===== src/rtl/tffe_pkg.sv =====
package tffe_pkg;

  localparam int FRAME_BYTES_DEF = 64;
  localparam int MAX_DESC_DEF    = 8;

  localparam logic [7:0] SYNC_RESET   = 8'hCA;
  localparam logic [7:0] ADD_DESC_CMD = 8'h88;
  localparam int         PLOT_BIT     = 7;

  // byte positions in the frame store
  localparam int POS_W = 9;
  localparam logic [POS_W-1:0] POS_SYNC     = 9'd0;
  localparam logic [POS_W-1:0] POS_LEN      = 9'd1;
  localparam logic [POS_W-1:0] POS_CMD      = 9'd2;
  localparam logic [POS_W-1:0] PAYLOAD_BASE = 9'd3;
  localparam logic [POS_W-1:0] POS_X        = 9'd3;
  localparam logic [POS_W-1:0] POS_Y        = 9'd5;

  // field fetch step count: four byte reads through the registered read ports
  localparam logic [2:0] FIELD_DONE = 3'd4;

  typedef struct packed {
    logic wr_sync;
    logic wr_len;
    logic wr_cmd;
    logic wr_data;
    logic desc_rd;
    logic desc_wr;
    logic fld_start;
    logic fld_step;
    logic max_upd;
    logic out_load;
    logic k_clr;
    logic k_inc;
  } cmd_t;

  typedef struct packed {
    logic is_sync;
    logic short_len;
    logic data_last;
    logic is_add;
    logic is_plot;
    logic table_full;
    logic no_desc;
    logic fld_done;
    logic k_last;
    logic out_free;
  } sts_t;

endpackage


===== src/rtl/tffe_ctrl.sv =====
module tffe_ctrl
  import tffe_pkg::*;
(
  input  logic clk,
  input  logic rst,
  input  logic in_valid,
  output logic in_ready,
  input  sts_t sts,
  output cmd_t cmd
);

  typedef enum logic [3:0] {
    S_SYNC,
    S_LEN,
    S_CMD,
    S_DATA,
    S_FIN,
    S_DRD,
    S_DWR,
    S_RD,
    S_MAX,
    S_EMIT
  } state_t;

  state_t state, state_next;

  always_ff @(posedge clk) begin
    if (rst) begin
      state <= S_SYNC;
    end else begin
      state <= state_next;
    end
  end

  always_comb begin
    state_next = state;
    cmd        = '0;
    in_ready   = 1'b0;
    case (state)
      S_SYNC: begin
        in_ready = 1'b1;
        if (in_valid && sts.is_sync) begin
          cmd.wr_sync = 1'b1;
          state_next  = S_LEN;
        end
      end
      S_LEN: begin
        in_ready = 1'b1;
        if (in_valid) begin
          cmd.wr_len = 1'b1;
          state_next = S_CMD;
        end
      end
      S_CMD: begin
        in_ready = 1'b1;
        if (in_valid) begin
          cmd.wr_cmd = 1'b1;
          state_next = sts.short_len ? S_FIN : S_DATA;
        end
      end
      S_DATA: begin
        in_ready = 1'b1;
        if (in_valid) begin
          cmd.wr_data = 1'b1;
          if (sts.data_last) begin
            state_next = S_FIN;
          end
        end
      end
      S_FIN: begin
        cmd.k_clr     = 1'b1;
        cmd.fld_start = 1'b1;
        if (sts.is_add) begin
          state_next = sts.table_full ? S_SYNC : S_DRD;
        end else if (sts.is_plot && !sts.no_desc) begin
          state_next = S_RD;
        end else begin
          state_next = S_SYNC;
        end
      end
      S_DRD: begin
        cmd.desc_rd = 1'b1;
        state_next  = S_DWR;
      end
      S_DWR: begin
        cmd.desc_wr = 1'b1;
        state_next  = S_SYNC;
      end
      S_RD: begin
        cmd.fld_step = 1'b1;
        if (sts.fld_done) begin
          state_next = S_MAX;
        end
      end
      S_MAX: begin
        cmd.max_upd = 1'b1;
        state_next  = S_EMIT;
      end
      S_EMIT: begin
        if (sts.out_free) begin
          cmd.out_load = 1'b1;
          if (sts.k_last) begin
            state_next = S_SYNC;
          end else begin
            cmd.k_inc     = 1'b1;
            cmd.fld_start = 1'b1;
            state_next    = S_RD;
          end
        end
      end
      default: begin
        state_next = S_SYNC;
      end
    endcase
  end

endmodule


===== src/rtl/tffe_dp.sv =====
module tffe_dp
  import tffe_pkg::*;
#(
  parameter int FRAME_BYTES     = FRAME_BYTES_DEF,
  parameter int MAX_DESCRIPTORS = MAX_DESC_DEF
) (
  input  logic               clk,
  input  logic               rst,
  input  logic               cfg_we,
  input  logic [7:0]         cfg_data,
  input  logic [7:0]         rx_byte,
  input  cmd_t               cmd,
  output sts_t               sts,
  input  logic               out_ready,
  output logic               out_valid,
  output logic [2:0]         descriptor_index,
  output logic [31:0]        time_value,
  output logic signed [31:0] temperature_value,
  output logic signed [31:0] peak_temp,
  output logic               last_of_frame
);

  localparam int AW = (FRAME_BYTES > 1) ? $clog2(FRAME_BYTES) : 1;
  localparam int CW = $clog2(MAX_DESCRIPTORS + 1);
  localparam int IW = (MAX_DESCRIPTORS > 1) ? $clog2(MAX_DESCRIPTORS) : 1;

  logic [7:0]         sync_byte;
  logic [7:0]         frame_length;
  logic [7:0]         command_code;
  logic [7:0]         payload_count;
  logic [7:0]         frame_store [FRAME_BYTES];
  logic [FRAME_BYTES-1:0] store_vld;
  logic [7:0]         x_offsets [MAX_DESCRIPTORS];
  logic [7:0]         y_offsets [MAX_DESCRIPTORS];
  logic [CW-1:0]      descriptor_count;
  logic [CW-1:0]      k;
  logic [2:0]         fld_j;
  logic [7:0]         rda_data, rdb_data;
  logic               rda_zero, rdb_zero;
  logic [31:0]        time_acc;
  logic signed [31:0] temp_acc;
  logic signed [31:0] running_max;

  logic               wr_en, wr_in;
  logic [POS_W-1:0]   wr_pos, rda_pos, rdb_pos;
  logic [IW-1:0]      kidx;
  logic [7:0]         a_byte, b_byte;

  assign kidx   = k[IW-1:0];
  assign a_byte = rda_zero ? 8'h00 : rda_data;
  assign b_byte = rdb_zero ? 8'h00 : rdb_data;

  always_comb begin
    wr_en  = 1'b0;
    wr_pos = POS_SYNC;
    if (cmd.wr_sync) begin
      wr_en  = 1'b1;
      wr_pos = POS_SYNC;
    end else if (cmd.wr_len) begin
      wr_en  = 1'b1;
      wr_pos = POS_LEN;
    end else if (cmd.wr_cmd) begin
      wr_en  = 1'b1;
      wr_pos = POS_CMD;
    end else if (cmd.wr_data) begin
      wr_en  = 1'b1;
      wr_pos = PAYLOAD_BASE + {1'b0, payload_count};
    end
  end

  assign wr_in = wr_en && (wr_pos < POS_W'(FRAME_BYTES));

  always_comb begin
    if (cmd.desc_rd) begin
      rda_pos = POS_X;
      rdb_pos = POS_Y;
    end else begin
      rda_pos = {1'b0, x_offsets[kidx]} + PAYLOAD_BASE + POS_W'(fld_j);
      rdb_pos = {1'b0, y_offsets[kidx]} + PAYLOAD_BASE + POS_W'(fld_j);
    end
  end

  // frame store: one write port, two registered read ports
  always_ff @(posedge clk) begin
    if (wr_in) begin
      frame_store[wr_pos[AW-1:0]] <= rx_byte;
    end
    rda_data <= frame_store[rda_pos[AW-1:0]];
    rdb_data <= frame_store[rdb_pos[AW-1:0]];
  end

  always_ff @(posedge clk) begin
    if (rst) begin
      store_vld <= '0;
    end else if (wr_in) begin
      store_vld[wr_pos[AW-1:0]] <= 1'b1;
    end
  end

  always_ff @(posedge clk) begin
    rda_zero <= !(rda_pos < POS_W'(FRAME_BYTES)) || !store_vld[rda_pos[AW-1:0]];
    rdb_zero <= !(rdb_pos < POS_W'(FRAME_BYTES)) || !store_vld[rdb_pos[AW-1:0]];
    if (cmd.desc_wr) begin
      x_offsets[descriptor_count[IW-1:0]] <= a_byte;
      y_offsets[descriptor_count[IW-1:0]] <= b_byte;
    end
    if (cmd.fld_step && (fld_j != 3'd0)) begin
      time_acc <= {a_byte, time_acc[31:8]};
      temp_acc <= {b_byte, temp_acc[31:8]};
    end
    if (cmd.out_load) begin
      descriptor_index  <= 3'(k);
      time_value        <= time_acc;
      temperature_value <= temp_acc;
      peak_temp         <= running_max;
      last_of_frame     <= sts.k_last;
    end
  end

  always_ff @(posedge clk) begin
    if (rst) begin
      sync_byte        <= SYNC_RESET;
      frame_length     <= '0;
      command_code     <= '0;
      payload_count    <= '0;
      descriptor_count <= '0;
      running_max      <= '0;
      k                <= '0;
      fld_j            <= '0;
      out_valid        <= 1'b0;
    end else begin
      if (cfg_we) begin
        sync_byte <= cfg_data;
      end
      if (cmd.wr_len) begin
        frame_length  <= rx_byte;
        payload_count <= '0;
      end
      if (cmd.wr_cmd) begin
        command_code <= rx_byte;
      end
      if (cmd.wr_data) begin
        payload_count <= payload_count + 8'd1;
      end
      if (cmd.desc_wr) begin
        descriptor_count <= descriptor_count + CW'(1);
      end
      if (cmd.k_clr) begin
        k <= '0;
      end else if (cmd.k_inc) begin
        k <= k + CW'(1);
      end
      if (cmd.fld_start) begin
        fld_j <= '0;
      end else if (cmd.fld_step) begin
        fld_j <= fld_j + 3'd1;
      end
      if (cmd.max_upd && (temp_acc > running_max)) begin
        running_max <= temp_acc;
      end
      if (cmd.out_load) begin
        out_valid <= 1'b1;
      end else if (out_ready) begin
        out_valid <= 1'b0;
      end
    end
  end

  always_comb begin
    sts.is_sync    = (rx_byte == sync_byte);
    sts.short_len  = (frame_length <= 8'd2);
    sts.data_last  = (({1'b0, payload_count} + 9'd1) >= ({1'b0, frame_length} - 9'd2));
    sts.is_add     = (command_code == ADD_DESC_CMD);
    sts.is_plot    = command_code[PLOT_BIT];
    sts.table_full = (descriptor_count == CW'(MAX_DESCRIPTORS));
    sts.no_desc    = (descriptor_count == '0);
    sts.fld_done   = (fld_j == FIELD_DONE);
    sts.k_last     = ((k + CW'(1)) == descriptor_count);
    sts.out_free   = !out_valid || out_ready;
  end

endmodule


===== src/rtl/telemetry_frame_field_extractor.sv =====
// Parses a byte stream of frames (sync, length, command, payload) into a frame
// store and, at the end of a plotting frame, emits one result per stored point
// descriptor with its time, temperature and the running maximum temperature.
// Each byte is taken in one cycle while a frame is being received. The end of a
// descriptor frame (command 0x88) runs the finish, descriptor read and write states
// before the next byte is taken, or finish alone when the table is full; a plotting
// frame runs the field reads, maximum update and emit for each stored descriptor,
// emit waiting while the result consumer stalls; any other frame runs finish alone.
// The field sequencer reads one byte of time and one byte of temperature per cycle
// through the two read ports of the frame store. The sync byte register resets to
// 0xCA; the frame store reads as zero until written after reset.
module telemetry_frame_field_extractor
  import tffe_pkg::*;
#(
  parameter int FRAME_BYTES     = FRAME_BYTES_DEF,
  parameter int MAX_DESCRIPTORS = MAX_DESC_DEF
) (
  input  logic               clk,
  input  logic               rst,
  input  logic               cfg_we,
  input  logic [7:0]         cfg_data,
  input  logic               in_valid,
  output logic               in_ready,
  input  logic [7:0]         rx_byte,
  output logic               out_valid,
  input  logic               out_ready,
  output logic [2:0]         descriptor_index,
  output logic [31:0]        time_value,
  output logic signed [31:0] temperature_value,
  output logic signed [31:0] peak_temp,
  output logic               last_of_frame
);

  cmd_t cmd;
  sts_t sts;

  tffe_ctrl u_ctrl (
    .clk      (clk),
    .rst      (rst),
    .in_valid (in_valid),
    .in_ready (in_ready),
    .sts      (sts),
    .cmd      (cmd)
  );

  tffe_dp #(
    .FRAME_BYTES     (FRAME_BYTES),
    .MAX_DESCRIPTORS (MAX_DESCRIPTORS)
  ) u_dp (
    .clk               (clk),
    .rst               (rst),
    .cfg_we            (cfg_we),
    .cfg_data          (cfg_data),
    .rx_byte           (rx_byte),
    .cmd               (cmd),
    .sts               (sts),
    .out_ready         (out_ready),
    .out_valid         (out_valid),
    .descriptor_index  (descriptor_index),
    .time_value        (time_value),
    .temperature_value (temperature_value),
    .peak_temp         (peak_temp),
    .last_of_frame     (last_of_frame)
  );

endmodule


===== config.mk =====
export PLATFORM = sky130hd
export DESIGN_NAME = telemetry_frame_field_extractor
export DESIGN_NICKNAME = d
export VERILOG_FILES = /design/src/rtl/tffe_pkg.sv /design/src/rtl/tffe_ctrl.sv /design/src/rtl/tffe_dp.sv /design/src/rtl/telemetry_frame_field_extractor.sv
export SDC_FILE = /design/constraint.sdc
export NUM_CORES = 2
export LEC_CHECK = 0
export BUFFER_PORTS_ARGS = -buffer_cell sky130_fd_sc_hd__buf_4
export CAP_MARGIN = 40
export CORE_AREA = 2 2 429 218
export CTS_CLUSTER_DIAMETER = 30
export CTS_CLUSTER_SIZE = 28
export DETAILED_ROUTE_END_ITERATION = 12
export DIE_AREA = 0 0 431 220
export GPL_TIMING_DRIVEN = 1
export HOLD_SLACK_MARGIN = 0.03
export PLACE_DENSITY = 0.75
export SYNTH_ARGS = -nofsm -noshare
export SYNTH_HDL_FRONTEND = slang
export SYNTH_SLANG_ARGS = --single-unit

===== constraint.sdc =====
create_clock -name clk -period 8.6 [get_ports clk]
set_input_delay 0.86 -clock clk [delete_from_list [all_inputs] [get_ports clk]]
set_output_delay 0.86 -clock clk [all_outputs]
set_load 0.03 [all_outputs]

==> reports/qor.yml <==
synth:
  synth_top_family_by_area: "compound AO/OA/AOI/OAI gates"
  synthXorXnorAreaFrac_pct: 0.756
  synth_seq_cells: 969
  netlist_area_um2: 45200
  synth-adder-area-share_pct: 1.78
  postSynthCellCount: 3641
  ys.flop_type: "edfxtp_1"
  syn_area_per_cell_um2: 12.4
  synth_top_area_share_pct: 53.4
  synthMuxAreaShare_pct: 11.6
  ys_seq_area_share_pct: 60.8
  yosys.area.top_type: "edfxtp_1"
  async_flop_share_pct: 0
  yosys_warnings: 0
  synth.most_common_cell: "edfxtp_1"
  synth_edf_count: 804
  synth.area.top_cells: "edfxtp_1 (53%), dfxtp_1 (7.3%), mux2i_1 (6.4%)"
  syn_nets: 3725
  synth_compound_area_share_pct: 13.4
  yosys.cell_types.count: 64
  yosys-top-cells-count: "edfxtp_1 (804), mux2i_1 (291), a21oi_1 (280)"
  synthSimpleGateAreaFrac_pct: 8.23
floorplan:
  start_util_pct: 49.3
  die_w_um: 431
  placementRows: 79
  core_region_area_um2: 91600
  dieArea_um2: 94800
  pin_count: 123
  fp.dieH_um: 220
power:
  vdd_ir_drop_max_mv: 0.186
  total_leakage_power_nw: 17.9
  p_total_mw: 10.1
  power_density_nw_per_um2: 196
clock_network:
  cts.sinks: 969
  clk_path_buf_depth: 3
  cts-root-buf: "clkbuf_16"
  insertion_delay_ns: 0.71
  cts_resized: 0
  cts_buffers: 108
  cts_tree: "built"
  post_cts_buffers: 0
  cts_hold_buffers: 0
  cts_htree_levels: 3
  cts.clk_slew.worst_paths_ns: 0.07
sta:
  relSlewSlack_pct: 30.9
  worstMarginPinSlew_ns: 1.04
  finalSetupTns_ns: 0
  setup_viol: 0
  hold_violations: 0
  maxSlewViolCount: 0
  finalCritPeriodShare_pct: 74.2
  rsz0062_at_grt: "false"
  max_freq_mhz: 157
  finalClockSkew_ns: 0.0349
  fin_ws_ns: 2.22
  timing.final.crit_period_ns: 6.38
placement:
  globalplace.congestion: 1.00
  detailed_place.area_um2: 47600
  portBuffers: 122
  place_ws_ns: 2.69
  dp_hpwl_um: 93000
worst_setup_path:
  critPathMaxFanout: 41
  ff2ff_path_depth: 15
  rrSetupSlack_ns: 2.22
  cp.arrival_ns: 6.92
  end_kind: "flop"
  worstSetupEndpoint: "u_dp.rda_data[4]$_DFF_P_"
  cp-start-kind: "flop"
  reg2reg_to: "u_dp.rda_data[4]$_DFF_P_"
  cp.required_ns: 9.14
  worst-setup-path-type: "flop to flop"
grt:
  grt_util_all_layers_pct: 29.7
  grt_max_degree: 150
  grt_pass1_wl_um: 208000
  grt_pass1_vias: 30400
  antenna_found_initial: 3
  grt_overflow_total: 0
hold_path:
  worst_hold_path_type: "primary input to flop"
routing:
  wire_per_inst_um: 28.9
  postRouteAntennaNets: 0
  vias: 33300
  drc: 0
  vias_per_cell: 6.66
  drt-total-wl_um: 144000
  drtIter0Drc: 6106
  dr.pass1.iters: 9
layout:
  final_area_um2: 51500
  fin_nets: 3772
  fillers: 7182
  syn_to_final_growth_pct: 13.9
  drive_gt1_share_pct: 15.9
flow_run:
  maxCapViolCount: 0
run_status:
  status: "finished clean"
## how the worst min path moves through the flow
stage	from	endpoint	slack (ns)	cells past startpoint
after floorplan	u_dp.time_acc[0]$_DFFE_PP_	u_dp.time_value[0]$_DFFE_PP_	0.40	0
after global placement	u_dp.time_acc[1]$_DFFE_PP_	u_dp.time_value[1]$_DFFE_PP_	0.40	0
after detailed placement	u_dp.time_acc[0]$_DFFE_PP_	u_dp.time_value[0]$_DFFE_PP_	0.41	0
after CTS	cfg_data[1]	u_dp.sync_byte[1]$_SDFFE_PP1P_	0.34	2
after global routing	cfg_data[7]	u_dp.sync_byte[7]$_SDFFE_PP1P_	0.38	2
final	cfg_data[1]	u_dp.sync_byte[1]$_SDFFE_PP1P_	0.37	2
## stage by stage
step | hold WS, ns | utilization (%) | cells
global route | 0.379 | 56.1 | 4998
finish | 0.373 | 56.2 | 5000
floorplan | 0.400 | - | 3641
global placement | 0.403 | 51.6 | 4757
CTS | 0.341 | 56.1 | 4989
detailed placement | 0.407 | 51.9 | 4785
## layout by cell type, fill, tap and decap left out, drive strengths merged, types with 68 or more instances in the layout
cell	n
buf	224
mux2	69
a21oi	280
nand3	80
edfxtp	804
clkbuf	120
dfxtp	165
o21ai	132
inv	154
mux2i	291
nand2b	75
nor2	211
nand2	267
mux4	68
o22ai	107
## sequential cells by signal (all words and copies together) (netlist names), 4 cells and up, named ones only
register	cells
u_dp.peak_temp	32
u_ctrl.state	4
u_dp.time_acc	32
u_dp.time_value	32
u_dp.rda_data	8
u_dp.temperature_value	32
u_dp.store_vld	64
u_dp.frame_store	512
u_dp.rdb_data	8
u_dp.running_max	32
u_dp.y_offsets	64
u_dp.x_offsets	64
u_dp.command_code	8
u_dp.descriptor_count	4
u_dp.temp_acc	32
u_dp.sync_byte	8
u_dp.frame_length	8
u_dp.k	4
u_dp.payload_count	8
## area by class of cell
cell class | instances | area (um^2) | share of cell area (%)
Antenna cell | 3 | 7.51 | 0.0146
Clock inverter | 84 | 978 | 1.90
Timing Repair Buffer | 224 | 1860 | 3.62
Clock buffer | 120 | 2850 | 5.54
Multi-Input combinational cell | 2263 | 16300 | 31.7
Sequential cell | 969 | 27400 | 53.3
Inverter | 122 | 459 | 0.892
Tap cell | 1215 | 1520 | 2.95
## kinds of logic (layout without fill, tap and decap cells)
logic type                 count (synthesis)  after routing
AOI/OAI and AO/OA                        932            932
xor gates and xnor gates                  39             39
adders and majority gates                 63             63
buffers and inverters                    409            550
DFF                                      969            969
muxes                                    428            428
other                                      0              3
and+or+nand+nor                          801            801
## routing by layer
metal | vias up | global-route usage [%] | routed length (um)
li1 | 14000 | - | -
met1 | 16200 | 44.6 | 59800
met2 | 2794 | 36.6 | 53400
met3 | 333 | 15.3 | 27400
met4 | 6 | 7.06 | 3350
met5 | - | 3.53 | 488
## report_power, final
group | switching (mW) | leakage (nW) | total [mW] | internal, mW
clock network | 2.17 | 1.84 | 4.93 | 2.76
registers | 0.00256 | 8.68 | 5.05 | 5.05
logic | 0.0854 | 7.37 | 0.108 | 0.0228
## critical path, stage by stage (launching register included)
cell	delay (ns)
dfxtp_2	0.71
mux4_2	0.58
mux2i_1	0.28
ha_4	0.17
inv_1	0.05
ha_4	0.15
inv_1	0.06
fa_4	0.86
nor2_4	0.82
buf_4	0.65
o21ai_0	0.24
a21oi_1	0.17
o31ai_1	0.12
buf_2	0.23
o21ai_0	0.80
mux2i_1	0.18
Power figures use the tool's default switching activity.
